[src/design/ctbm_pkg.sv]
// Shared types and constants for the capture triple-buffer manager.
package ctbm_pkg;

    localparam int BUFFER_COUNT       = 3;
    localparam int SAMPLES_PER_BUFFER = 1024;
    localparam int US_PER_SECOND      = 1000000;

    localparam int KIND_W  = 3;
    localparam int IDX_W   = 2;
    localparam int TIME_W  = 32;
    localparam int COUNT_W = 32;
    localparam int RATE_W  = 32;

    // Rate numerator; the largest buffer size still fits 32 bits, so the
    // quotient never needs saturation.
    localparam logic [RATE_W-1:0] RATE_NUM =
        RATE_W'(64'(SAMPLES_PER_BUFFER) * 64'(US_PER_SECOND));
    localparam int DIV_STEPS = RATE_W;
    localparam int STEP_W    = $clog2(DIV_STEPS);

    localparam int QUEUE_DEPTH = 2;
    localparam int PTR_W       = $clog2(QUEUE_DEPTH);
    localparam int QCNT_W      = $clog2(QUEUE_DEPTH + 1);

    typedef enum logic [KIND_W-1:0] {
        KIND_FILL    = 3'd0,
        KIND_ACQUIRE = 3'd1,
        KIND_RELEASE = 3'd2,
        KIND_START   = 3'd3,
        KIND_STOP    = 3'd4
    } kind_t;

    typedef enum logic [2:0] {
        OP_NOP,
        OP_FILL,
        OP_ACQUIRE,
        OP_RELEASE,
        OP_START,
        OP_STOP
    } op_t;

    typedef enum logic [1:0] {
        MARK_EMPTY      = 2'd0,
        MARK_FILLING    = 2'd1,
        MARK_FULL       = 2'd2,
        MARK_PROCESSING = 2'd3
    } mark_t;

    typedef enum logic {
        ST_IDLE,
        ST_DIV
    } bstate_t;

    typedef struct packed {
        op_t               op;
        logic [TIME_W-1:0] time_ms;
        logic [TIME_W-1:0] time_us;
        logic [IDX_W-1:0]  rel_index;
        logic              rel_ok;
    } cmd_t;

    typedef struct packed {
        logic               ok;
        logic [IDX_W-1:0]   index;
        logic [TIME_W-1:0]  stamp;
        logic               overrun;
        logic [COUNT_W-1:0] count;
        logic [RATE_W-1:0]  rate;
        logic               running;
    } result_t;

endpackage

[src/design/ctbm_front.sv]
// Front end: accepts requests, decodes them and queues them for the back end.
module ctbm_front (
    input  logic                          clk,
    input  logic                          rst_n,
    input  logic                          push,
    output logic                          full,
    input  logic [ctbm_pkg::KIND_W-1:0]   kind,
    input  logic [ctbm_pkg::TIME_W-1:0]   time_ms,
    input  logic [ctbm_pkg::TIME_W-1:0]   time_us,
    input  logic [ctbm_pkg::IDX_W-1:0]    release_index,
    output ctbm_pkg::cmd_t                cmd,
    output logic                          cmd_valid,
    input  logic                          cmd_pop
);
    import ctbm_pkg::*;

    cmd_t              entry_reg [QUEUE_DEPTH];
    logic [PTR_W-1:0]  wr_ptr_reg, wr_ptr_next;
    logic [PTR_W-1:0]  rd_ptr_reg, rd_ptr_next;
    logic [QCNT_W-1:0] count_reg, count_next;
    cmd_t              dec;
    logic              do_push;
    logic              do_pop;

    // request decode
    always_comb
    begin
        dec.time_ms   = time_ms;
        dec.time_us   = time_us;
        dec.rel_index = release_index;
        dec.rel_ok    = (release_index < IDX_W'(BUFFER_COUNT));
        unique case (kind_t'(kind))
            KIND_FILL:    dec.op = OP_FILL;
            KIND_ACQUIRE: dec.op = OP_ACQUIRE;
            KIND_RELEASE: dec.op = OP_RELEASE;
            KIND_START:   dec.op = OP_START;
            KIND_STOP:    dec.op = OP_STOP;
            default:      dec.op = OP_NOP;
        endcase
    end

    assign full      = (count_reg == QCNT_W'(QUEUE_DEPTH));
    assign cmd_valid = (count_reg != '0);
    assign cmd       = entry_reg[rd_ptr_reg];
    assign do_push   = push && !full;
    assign do_pop    = cmd_pop && cmd_valid;

    always_comb
    begin
        wr_ptr_next = wr_ptr_reg;
        rd_ptr_next = rd_ptr_reg;
        count_next  = count_reg;
        if (do_push)
        begin
            wr_ptr_next = (wr_ptr_reg == PTR_W'(QUEUE_DEPTH - 1)) ? '0 : wr_ptr_reg + 1'b1;
        end
        if (do_pop)
        begin
            rd_ptr_next = (rd_ptr_reg == PTR_W'(QUEUE_DEPTH - 1)) ? '0 : rd_ptr_reg + 1'b1;
        end
        if (do_push && !do_pop)
        begin
            count_next = count_reg + 1'b1;
        end
        else if (do_pop && !do_push)
        begin
            count_next = count_reg - 1'b1;
        end
    end

    always_ff @(posedge clk or negedge rst_n)
    begin
        if (!rst_n)
        begin
            wr_ptr_reg <= '0;
            rd_ptr_reg <= '0;
            count_reg  <= '0;
        end
        else
        begin
            wr_ptr_reg <= wr_ptr_next;
            rd_ptr_reg <= rd_ptr_next;
            count_reg  <= count_next;
        end
    end

    always_ff @(posedge clk)
    begin
        if (do_push)
        begin
            entry_reg[wr_ptr_reg] <= dec;
        end
    end

endmodule

[src/design/ctbm_back.sv]
// Back end: buffer ring state, serial rate divider and result register.
module ctbm_back (
    input  logic              clk,
    input  logic              rst_n,
    input  ctbm_pkg::cmd_t    cmd,
    input  logic              cmd_valid,
    output logic              cmd_pop,
    output logic              empty,
    input  logic              pop,
    output ctbm_pkg::result_t res
);
    import ctbm_pkg::*;

    bstate_t             state_reg, state_next;
    mark_t               mark_reg  [BUFFER_COUNT];
    mark_t               mark_next [BUFFER_COUNT];
    logic [TIME_W-1:0]   stamp_reg  [BUFFER_COUNT];
    logic [TIME_W-1:0]   stamp_next [BUFFER_COUNT];
    logic [IDX_W-1:0]    fill_reg, fill_next;
    logic [IDX_W-1:0]    latest_reg, latest_next;
    logic                capture_reg, capture_next;
    logic [TIME_W-1:0]   prev_us_reg, prev_us_next;
    logic                prev_valid_reg, prev_valid_next;
    logic [RATE_W-1:0]   rate_reg, rate_next;
    logic [COUNT_W-1:0]  drop_reg, drop_next;
    logic [TIME_W-1:0]   dt_reg, dt_next;
    logic [RATE_W-1:0]   rem_reg, rem_next;
    logic [RATE_W-1:0]   quo_reg, quo_next;
    logic [STEP_W-1:0]   step_reg, step_next;
    logic                out_valid_reg, out_valid_next;
    result_t             res_reg, res_next;

    logic [IDX_W-1:0]    cur;
    logic [IDX_W-1:0]    nxt;
    logic [TIME_W-1:0]   dt;
    logic [RATE_W:0]     trial;
    logic                acquired;

    assign empty = !out_valid_reg;
    assign res   = res_reg;

    always_comb
    begin
        mark_next       = mark_reg;
        stamp_next      = stamp_reg;
        fill_next       = fill_reg;
        latest_next     = latest_reg;
        capture_next    = capture_reg;
        prev_us_next    = prev_us_reg;
        prev_valid_next = prev_valid_reg;
        rate_next       = rate_reg;
        drop_next       = drop_reg;
        dt_next         = dt_reg;
        rem_next        = rem_reg;
        quo_next        = quo_reg;
        step_next       = step_reg;
        out_valid_next  = out_valid_reg && !pop;
        res_next        = res_reg;
        state_next      = state_reg;
        cmd_pop         = 1'b0;
        cur             = fill_reg;
        nxt             = '0;
        acquired        = 1'b0;
        dt              = cmd.time_us - prev_us_reg;
        trial           = {rem_reg, quo_reg[RATE_W-1]};

        unique case (state_reg)
            ST_IDLE:
            begin
                if (cmd_valid && (!out_valid_reg || pop))
                begin
                    cmd_pop        = 1'b1;
                    out_valid_next = 1'b1;
                    res_next.ok      = 1'b0;
                    res_next.stamp   = '0;
                    res_next.overrun = 1'b0;
                    unique case (cmd.op)
                        OP_FILL:
                        begin
                            cur                  = fill_reg;
                            mark_next[cur]       = MARK_FULL;
                            stamp_next[cur]      = cmd.time_ms;
                            latest_next          = cur;
                            if (capture_reg)
                            begin
                                nxt = (cur == IDX_W'(BUFFER_COUNT - 1)) ? '0 : cur + 1'b1;
                                if (mark_reg[nxt] == MARK_PROCESSING)
                                begin
                                    nxt              = cur;
                                    drop_next        = drop_reg + 1'b1;
                                    res_next.overrun = 1'b1;
                                end
                                fill_next      = nxt;
                                mark_next[nxt] = MARK_FILLING;
                            end
                            prev_us_next    = cmd.time_us;
                            prev_valid_next = 1'b1;
                            // interval known and nonzero: hold result for the divide
                            if (prev_valid_reg && (dt != '0))
                            begin
                                dt_next        = dt;
                                rem_next       = '0;
                                quo_next       = RATE_NUM;
                                step_next      = STEP_W'(DIV_STEPS - 1);
                                out_valid_next = 1'b0;
                                state_next     = ST_DIV;
                            end
                        end
                        OP_ACQUIRE:
                        begin
                            cur = latest_reg;
                            if (mark_reg[cur] == MARK_FULL)
                            begin
                                mark_next[cur] = MARK_PROCESSING;
                                res_next.ok    = 1'b1;
                                res_next.stamp = stamp_reg[cur];
                                acquired       = 1'b1;
                            end
                        end
                        OP_RELEASE:
                        begin
                            for (int i = 0; i < BUFFER_COUNT; i++)
                            begin
                                if (cmd.rel_ok && (cmd.rel_index == IDX_W'(i)) &&
                                    (mark_reg[i] == MARK_PROCESSING))
                                begin
                                    mark_next[i] = MARK_EMPTY;
                                end
                            end
                        end
                        OP_START:
                        begin
                            capture_next = 1'b1;
                            fill_next    = '0;
                            mark_next[0] = MARK_FILLING;
                        end
                        OP_STOP:
                        begin
                            if (capture_reg)
                            begin
                                capture_next = 1'b0;
                                for (int i = 0; i < BUFFER_COUNT; i++)
                                begin
                                    mark_next[i]  = MARK_EMPTY;
                                    stamp_next[i] = '0;
                                end
                                fill_next   = '0;
                                latest_next = '0;
                            end
                        end
                        default:
                        begin
                        end
                    endcase
                    res_next.index   = acquired ? cur : fill_next;
                    res_next.count   = drop_next;
                    res_next.rate    = rate_next;
                    res_next.running = capture_next;
                end
            end
            ST_DIV:
            begin
                // restoring divide, one quotient bit per cycle
                if (trial >= {1'b0, dt_reg})
                begin
                    rem_next = RATE_W'(trial - {1'b0, dt_reg});
                    quo_next = {quo_reg[RATE_W-2:0], 1'b1};
                end
                else
                begin
                    rem_next = trial[RATE_W-1:0];
                    quo_next = {quo_reg[RATE_W-2:0], 1'b0};
                end
                step_next = step_reg - 1'b1;
                if (step_reg == '0)
                begin
                    rate_next      = quo_next;
                    res_next.rate  = quo_next;
                    out_valid_next = 1'b1;
                    state_next     = ST_IDLE;
                end
            end
            default:
            begin
                state_next = ST_IDLE;
            end
        endcase
    end

    always_ff @(posedge clk or negedge rst_n)
    begin
        if (!rst_n)
        begin
            state_reg      <= ST_IDLE;
            out_valid_reg  <= 1'b0;
            for (int i = 0; i < BUFFER_COUNT; i++)
            begin
                mark_reg[i]  <= MARK_EMPTY;
                stamp_reg[i] <= '0;
            end
            fill_reg       <= '0;
            latest_reg     <= '0;
            capture_reg    <= 1'b0;
            prev_us_reg    <= '0;
            prev_valid_reg <= 1'b0;
            rate_reg       <= '0;
            drop_reg       <= '0;
            step_reg       <= '0;
        end
        else
        begin
            state_reg      <= state_next;
            out_valid_reg  <= out_valid_next;
            mark_reg       <= mark_next;
            stamp_reg      <= stamp_next;
            fill_reg       <= fill_next;
            latest_reg     <= latest_next;
            capture_reg    <= capture_next;
            prev_us_reg    <= prev_us_next;
            prev_valid_reg <= prev_valid_next;
            rate_reg       <= rate_next;
            drop_reg       <= drop_next;
            step_reg       <= step_next;
        end
    end

    always_ff @(posedge clk)
    begin
        dt_reg  <= dt_next;
        rem_reg <= rem_next;
        quo_reg <= quo_next;
        res_reg <= res_next;
    end

endmodule

[src/design/capture_triple_buffer_manager_top.sv]
// Top level of the capture triple-buffer manager.
//
// Keeps a ring of three capture buffers (empty, filling, full, processing)
// and serves fill-complete, acquire, release, start and stop requests, one
// result per request, in order. Requests enter through a push/full port into
// a two-entry request queue. Results leave through an empty/pop port from a
// one-entry result register. While a result waits, the back end holds, and
// intake stops once the queue holds two requests. Every request is finished
// in the idle state of the back end, except a fill completion that has an
// earlier completion and a nonzero microsecond interval. That completion also
// runs the sample rate divide (1024 * 1000000 / interval) in a restoring
// divider that produces one quotient bit per cycle. The divider
// is the only multi-cycle unit and sets the worst-case rate. The quotient can
// never exceed 32 bits, so the rate output needs no clamp. No clearing pass
// follows reset: the block takes requests as soon as reset is released.
module capture_triple_buffer_manager_top (
    input  logic                           clk,
    input  logic                           rst_n,
    input  logic                           push,
    output logic                           full,
    input  logic [ctbm_pkg::KIND_W-1:0]    kind,
    input  logic [ctbm_pkg::TIME_W-1:0]    time_ms,
    input  logic [ctbm_pkg::TIME_W-1:0]    time_us,
    input  logic [ctbm_pkg::IDX_W-1:0]     release_index,
    output logic                           empty,
    input  logic                           pop,
    output logic                           ok,
    output logic [ctbm_pkg::IDX_W-1:0]     buffer_index,
    output logic [ctbm_pkg::TIME_W-1:0]    timestamp_ms,
    output logic                           overrun,
    output logic [ctbm_pkg::COUNT_W-1:0]   overrun_count,
    output logic [ctbm_pkg::RATE_W-1:0]    measured_rate_hz,
    output logic                           running
);
    import ctbm_pkg::*;

    cmd_t    cmd;
    logic    cmd_valid;
    logic    cmd_pop;
    result_t res;

    // decode and queue incoming requests
    ctbm_front u_front (
        .clk           (clk),
        .rst_n         (rst_n),
        .push          (push),
        .full          (full),
        .kind          (kind),
        .time_ms       (time_ms),
        .time_us       (time_us),
        .release_index (release_index),
        .cmd           (cmd),
        .cmd_valid     (cmd_valid),
        .cmd_pop       (cmd_pop)
    );

    // ring bookkeeping, rate divider, result register
    ctbm_back u_back (
        .clk       (clk),
        .rst_n     (rst_n),
        .cmd       (cmd),
        .cmd_valid (cmd_valid),
        .cmd_pop   (cmd_pop),
        .empty     (empty),
        .pop       (pop),
        .res       (res)
    );

    assign ok               = res.ok;
    assign buffer_index     = res.index;
    assign timestamp_ms     = res.stamp;
    assign overrun          = res.overrun;
    assign overrun_count    = res.count;
    assign measured_rate_hz = res.rate;
    assign running          = res.running;

endmodule

[config.mk]
export PLATFORM = sky130hd
export DESIGN_NAME = capture_triple_buffer_manager_top
export DESIGN_NICKNAME = d
export VERILOG_FILES = /design/src/design/ctbm_pkg.sv /design/src/design/ctbm_front.sv /design/src/design/ctbm_back.sv /design/src/design/capture_triple_buffer_manager_top.sv
export SDC_FILE = /design/constraint.sdc
export NUM_CORES = 1
export LEC_CHECK = 0
export BUFFER_PORTS_ARGS = -buffer_cell sky130_fd_sc_hd__buf_4
export CAP_MARGIN = 20
export CORE_MARGIN = 3
export CORE_UTILIZATION = 45
export DETAILED_ROUTE_END_ITERATION = 8
export GPL_ROUTABILITY_DRIVEN = 0
export GPL_TIMING_DRIVEN = 0
export HOLD_SLACK_MARGIN = 0.15
export PLACE_DENSITY_LB_ADDON = 0.08
export SLEW_MARGIN = 20
export SYNTH_ARGS = -nofsm -noshare
export SYNTH_HDL_FRONTEND = slang
export SYNTH_SLANG_ARGS = --single-unit
export TNS_END_PERCENT = 100
[constraint.sdc]
create_clock -name clk -period 9 [get_ports clk]
set_input_delay 1.8 -clock clk [delete_from_list [all_inputs] [get_ports clk]]
set_output_delay 1.8 -clock clk [all_outputs]
set_load 0.01 [all_outputs]
# Word-level counts from Yosys, hierarchy flattened
# Memories as Yosys holds them, arrays and structs flattened.
# Cells that the tools add are included.
dict set report word_totals {
  memories 1
  elab_cells 216
  out_inout_bits 103
  regBits 412
  input_bits 73
  mem_bits_rw 140
}
dict set report classes {
  n_reduce_logical 43
  n_bitwise 12
  order_cmp 9
  muxes 86
  addsub 9
  n_eq_ne 27
}
# memory words width read_ports rd_ports_with_merged_regs write_ports line
set memory_table {}
lappend memory_table {u_front.entry_reg 2 70 1 0 1 ctbm_front.sv:17} ;# cmd_t entry_reg [QUEUE_DEPTH];
# cell count
set ops {}
lappend ops {{two-way mux 32 bit} 14}
lappend ops {{case mux 32 bit (2 select lines)} 3}
lappend ops {{case mux 96 bit (2 select lines)} 1}
lappend ops {{bitwise mux 96 bit} 1}
lappend ops {{two-way mux 96 bit} 1}
lappend ops {{binary-select mux 32 bit (select 2 bit)} 1}
lappend ops {{demux 32 bit (select 2 bit)} 1}
lappend ops {{subtractor 32 bit} 2}
lappend ops {{two-way mux 2 bit} 23}
lappend ops {{greater-or-equal comparator 33 x 32 -> 1 bit} 1}
lappend ops {{two-way mux 33 bit} 1}
lappend ops {{adder 32 x 1 -> 32 bit (second input constant)} 1}
lappend ops {{nonzero test 32 bit} 1}
lappend ops {{two-way mux 1 bit} 20}
lappend ops {{two-way mux 6 bit} 3}
lappend ops {{AND reduction 6 bit} 3}
lappend ops {{== test 2 bit (second input constant)} 8}
lappend ops {{logical AND 1 bit} 16}
lappend ops {{case mux 4 bit (4 select lines)} 1}
lappend ops {{two-way mux 5 bit} 3}
lappend ops {{case mux 3 bit (5 select lines)} 1}
lappend ops {{!= test 2 x 1 -> 1 bit (second input constant)} 7}
lappend ops {{demux 2 bit (select 2 bit)} 3}
lappend ops {{== test 3 x 2 -> 1 bit (second input constant)} 4}
lappend ops {{other kinds (34)} 66}

# Logic depth before layout (Yosys ltp)
dict set report depth {
  ltp_word 21
  ltp_mapped 18
  depth_no_buf 14
}

# By module
# From an unflattened synthesis, not the netlist that was laid out.
dict set report unflattened {
  cells_unflattened 2169
  hier_area_um2 26526.7
}
# mod area_per_inst_um2 instances seq_area_each_um2 cells_each
set modules_own_cells {}
lappend modules_own_cells {ctbm_back 20886.3 1 11195.7 1924}
lappend modules_own_cells {ctbm_front 5640.4 1 4304.1 245}

# Least setup slack after synthesis
# No wires, ideal clock.
dict set report synth_path {
  kind {register to register}
  start {register u_front.rd_ptr_reg}
  end {register u_back.quo_reg[0] (enable)}
  synth_period_minus_slack_ps 6748
  setup_time_ps 538
  arrival_time_ps 6210
  path_slack_ps 2252
  path_buffers 4
  t_required_ps 8462
  stages_incl_launch_ff 19
  path_cell_list {dfrtp_1 -> clkbuf_1 -> clkbuf_1 -> clkbuf_1 -> mux2i_1 -> ha_1 -> inv_1 -> fa_1 -> a21o_1 -> a21oi_1 -> xnor2_1 -> nor4_1 -> or4b_1 -> or4b_1 -> a211o_1 -> or4_1 -> or4_1 -> buf_2 -> a41o_1}
}
dict set report synth_between {
  elab_chain_len 6
  elab_cells_between_ends 8
  cone_classes {add/sub (1); eq/ne (3); reduce/logical (3); memory (1)}
}
# item line
set synth_rtl {}
lappend synth_rtl {{start: declaration} ctbm_front.sv:19} ;# logic [PTR_W-1:0] rd_ptr_reg, rd_ptr_next;
lappend synth_rtl {{start signal: assignment} ctbm_front.sv:82} ;# rd_ptr_reg <= rd_ptr_next;
lappend synth_rtl {{memory (2 x 70 bit)} n/a}
lappend synth_rtl {{subtractor 32 bit} ctbm_back.sv:64} ;# dt = cmd.time_us - prev_us_reg;
lappend synth_rtl {{net u_back.dt[4]} ctbm_back.sv:35} ;# logic [TIME_W-1:0] dt;
lappend synth_rtl {{nonzero test 32 bit} ctbm_back.sv:99} ;# if (prev_valid_reg && (dt != '0))
lappend synth_rtl {{logical AND 1 bit} ctbm_back.sv:99}
lappend synth_rtl {{!= test 2 x 1 -> 1 bit (no line)} n/a}
lappend synth_rtl {{AND reduction 3 bit (no line)} n/a}
lappend synth_rtl {{end signal: assignment} ctbm_back.sv:231} ;# quo_reg <= quo_next;
lappend synth_rtl {{end: declaration} ctbm_back.sv:28} ;# logic [RATE_W-1:0] quo_reg, quo_next;
# The timed path passes the listed nets, and every way through them passes these cells.
# A chain may end at the register's enable or synchronous reset.

# Worst setup path after layout
dict set report layout_path {
  start {register u_front.rd_ptr_reg}
  end {register u_back.quo_reg[14] (enable)}
}
# Same word-level chain as after synthesis.

==> flow_summary.json <==
{
  "cts_buffers": 59,
  "synth_ff_type": "edfxtp_1",
  "synthXorXnorAreaFrac_pct": 4.029,
  "dp_hpwl_um": 41890,
  "largest_reg_flops": 140,
  "crit_buf_inv": 6,
  "cp_cell_sequence": "clkbuf_1, clkbuf_1, clkbuf_1, mux2i_1, ha_1, inv_1, fa_1, a21o_1, a21oi_1, xnor2_1, nor4_1, or4b_1, or4b_1, a211o_1, or4_1, or4_1, buf_2, a41o_4, buf_12",
  "arrival_ps": 8000,
  "synth_cell_types": 69,
  "rsz0062_at_grt": "no",
  "fillCellCount": 4942,
  "vias": 17420,
  "path_class": "flip-flop to flip-flop",
  "io_buffers": 175,
  "postCtsHoldBufs": 0,
  "track_usage_pct": 20.10,
  "num_rows": 86,
  "seq_area_mm2": 0.01550,
  "slowest_stage": "clkbuf_1",
  "totalWireLength_um": 60000,
  "p_sw_w": 0.004192,
  "overflow": 0,
  "crit_family": "simple AND/OR/NAND/NOR gates",
  "cp-start-kind": "flip-flop",
  "max_cap_viol_count": 0,
  "die_area_mm2": 0.05990,
  "power.total_w": 0.01132,
  "ir_drop_mv": 0.1691,
  "cp.depth": 19,
  "dr.pass1.iters": 5,
  "synth_top_family_by_area": "compound AO/OA/AOI/OAI gates",
  "antennaDiodeCount": 0,
  "power.leakage_nw": 12.73,
  "synthMuxAreaShare_pct": 5.868,
  "start_util_pct": 46.02,
  "place_inst": 3088,
  "ctsHtreeMaxLevel": 2,
  "grt_pass1_vias": 17530,
  "grt_antenna_before_repair": 1,
  "yosysSeqAreaShare_pct": 60.43,
  "post_cts_buffers": 0,
  "grt_pass1_wl_um": 96920,
  "outcome": "finished clean",
  "crit_top_cell": "clkbuf_1",
  "post_synth.cell_area_avg_um2": 11.90,
  "cts_resized": 0,
  "drv_slew": 0,
  "synth.net_count": 2297,
  "io_pins": 176,
  "multi_input_area_mm2": 0.009397,
  "die_h_um": 244.8,
  "post_drt_wl_per_cell_um": 18.75,
  "drive_above_1_share_pct": 15.05,
  "antenna_left": 0,
  "fmax_ghz": 0.1308,
  "ys_ff_latch": 552,
  "grt_max_degree": 81,
  "critPathMaxFanout": 40,
  "clock-sinks": 552,
  "skew_ps": 26.36,
  "yosys.area.top_type": "edfxtp_1",
  "fin_nets": 2543,
  "max_stage_delay_ps": 750,
  "cts-root-buf": "clkbuf_16",
  "async_flop_share_pct": 38.95,
  "synth_compound_area_share_pct": 12.99,
  "setup_violations": 0,
  "syn-cell-area_mm2": 0.02565,
  "viasPerCell": 5.444,
  "power.internal_w": 0.007127,
  "pwr_density_cell_mw_per_mm2": 374.9,
  "syn-instance-count": 2155,
  "period_needed_ps": 7646,
  "finalHoldViolations": 0,
  "clock_path_buffers": 3,
  "cp.required_ps": 9350,
  "synth_top_area_share_pct": 39.45,
  "syn_to_final_growth_pct": 17.71,
  "hold_class": "flip-flop to flip-flop",
  "synthAdderAreaFrac_pct": 3.424,
  "ys_warn_count": 0,
  "pwr-share-comb_pct": 42.2,
  "clk_latency_ps": 630,
  "worst_slew_pin_slew_ps": 1009,
  "layout.cells.non_filler": 3200,
  "hold_depth": 2,
  "synthTopCellsByArea": "edfxtp_1 (39%), dfrtp_1 (21%), a22o_1 (3.4%)",
  "fin_crit_sh_pct": 84.95,
  "ff2ff_path_depth": 19,
  "drt_iter0_drc": 1097,
  "synthSimpleGateAreaFrac_pct": 10.21,
  "die_w_um": 244.8,
  "synth_edf_count": 337,
  "clk_pin_slew_ps": 60,
  "drc": 0,
  "power_frac_seq_pct": 36.0,
  "cp-end-kind": "flip-flop",
  "slew_headroom_pct": 32.16,
  "pwr-share-clk_pct": 21.8,
  "cts_tree": "done",
  "core_mm2": 0.05574,
  "netSwitchingFraction_pct": 37.03
}
## cells in the mapped netlist, types with 6 or more instances
cell type,number
nand2b_1,23
a21o_1,60
inv_1,107
nand3b_1,6
nor3_1,20
clkbuf_1,86
o31ai_1,6
a211oi_1,10
o21ai_0,120
a21oi_1,107
a31oi_1,13
and3_1,18
a22o_1,101
o211ai_1,6
ha_1,67
mux2_2,67
o21bai_1,10
o21a_1,9
mux2i_1,75
nand3_1,47
nor2_1,187
edfxtp_1,337
nor2b_1,10
dfrtp_1,215
a31o_2,9
or2_2,6
xnor2_1,64
nand2_1,181
buf_1,13
and2_1,34
nand4_1,14
xor2_1,54
## worst paths after layout
kind | from | to | slack (ps)
max | u_front.rd_ptr_reg | u_back.quo_reg[14] | 1350
min | u_back.prev_us_reg[0] | u_back.prev_us_reg[0] | 490
max reg2reg | u_front.rd_ptr_reg | u_back.quo_reg[14] | 1350
min reg2reg | u_back.prev_us_reg[0] | u_back.prev_us_reg[0] | 490
max in group asynchronous | rst_n | u_back.stamp_reg[42] | 6690
min in group asynchronous | rst_n | u_back.drop_reg[12] | 1140
## metrics by stage
step	setup WS (ps)	area, um2	setup TNS, ps	hold slack, ps	util [%]
floorplan	2252	25650	0	453.8	-
global placement	-216.4	27900	-13740	474.4	50.06
detailed placement	1301	28180	0	479.7	50.56
CTS	1229	30190	0	495.8	54.17
global route	889.7	30190	0	513.6	54.17
finish	1354	30190	0	490.8	54.17
## logic make-up after synthesis
family	Yosys count
AOI/OAI and AO/OA	494
muxes	142
xor gates and xnor gates	118
buffers and inverters	208
and+or+nand+nor	572
DFF	552
adders and majority gates	69
## final cells by class
cell class	instances	area share [%]
Sequential cell	552	51.34
Clock inverter	30	1.144
Timing Repair Buffer	185	5.184
Tap cell	748	3.100
Buffer	100	1.260
Multi-Input combinational cell	1395	31.12
Inverter	108	1.343
Clock buffer	82	5.512
## cells in the final DEF, fill, tap and decap left out, drive strengths merged, types with 34 or more instances in the layout
master	instances
and2	34
a21o	60
a22o	101
mux2i	75
buf	199
clkbuf	168
o21ai	120
edfxtp	337
mux2	67
a21oi	108
nand3	47
nor2	187
xor2	54
dfrtp	215
xnor2	64
nand2	181
ha	67
inv	109
## worst reg2reg max path: cells and delay by family, from the launching register on
kind            cells  cell delay [ps]
simple gates        5             2510
buf+inv             6             2230
compound gates      4             1170
fa+ha+maj           2              620
flops               1              420
mux                 1              310
xor+xnor            1              120
## power groups by stage
stage | Combinational [W] | Clock, W | Sequential [W]
2_1_floorplan | 0.00330 | 0 | 0.00411
3_3_place_gp | 0.00460 | 0 | 0.00414
3_5_place_dp | 0.00475 | 0 | 0.00411
4_1_cts | 0.00480 | 0.00254 | 0.00407
5_1_grt | 0.00533 | 0.00265 | 0.00415
6_report | 0.00478 | 0.00247 | 0.00407
## metal layers
layer / wire, um / GRT usage, % / share of wire [%]
met1: 28640 / 29.41 / 48
met2: 26960 / 31.29 / 45
met3: 3022 / 3.168 / 5.0
met4: 1371 / 5.557 / 2.3
met5: 13 / 0 / 0.022
Note: power is estimated with default switching activity, not from simulation.
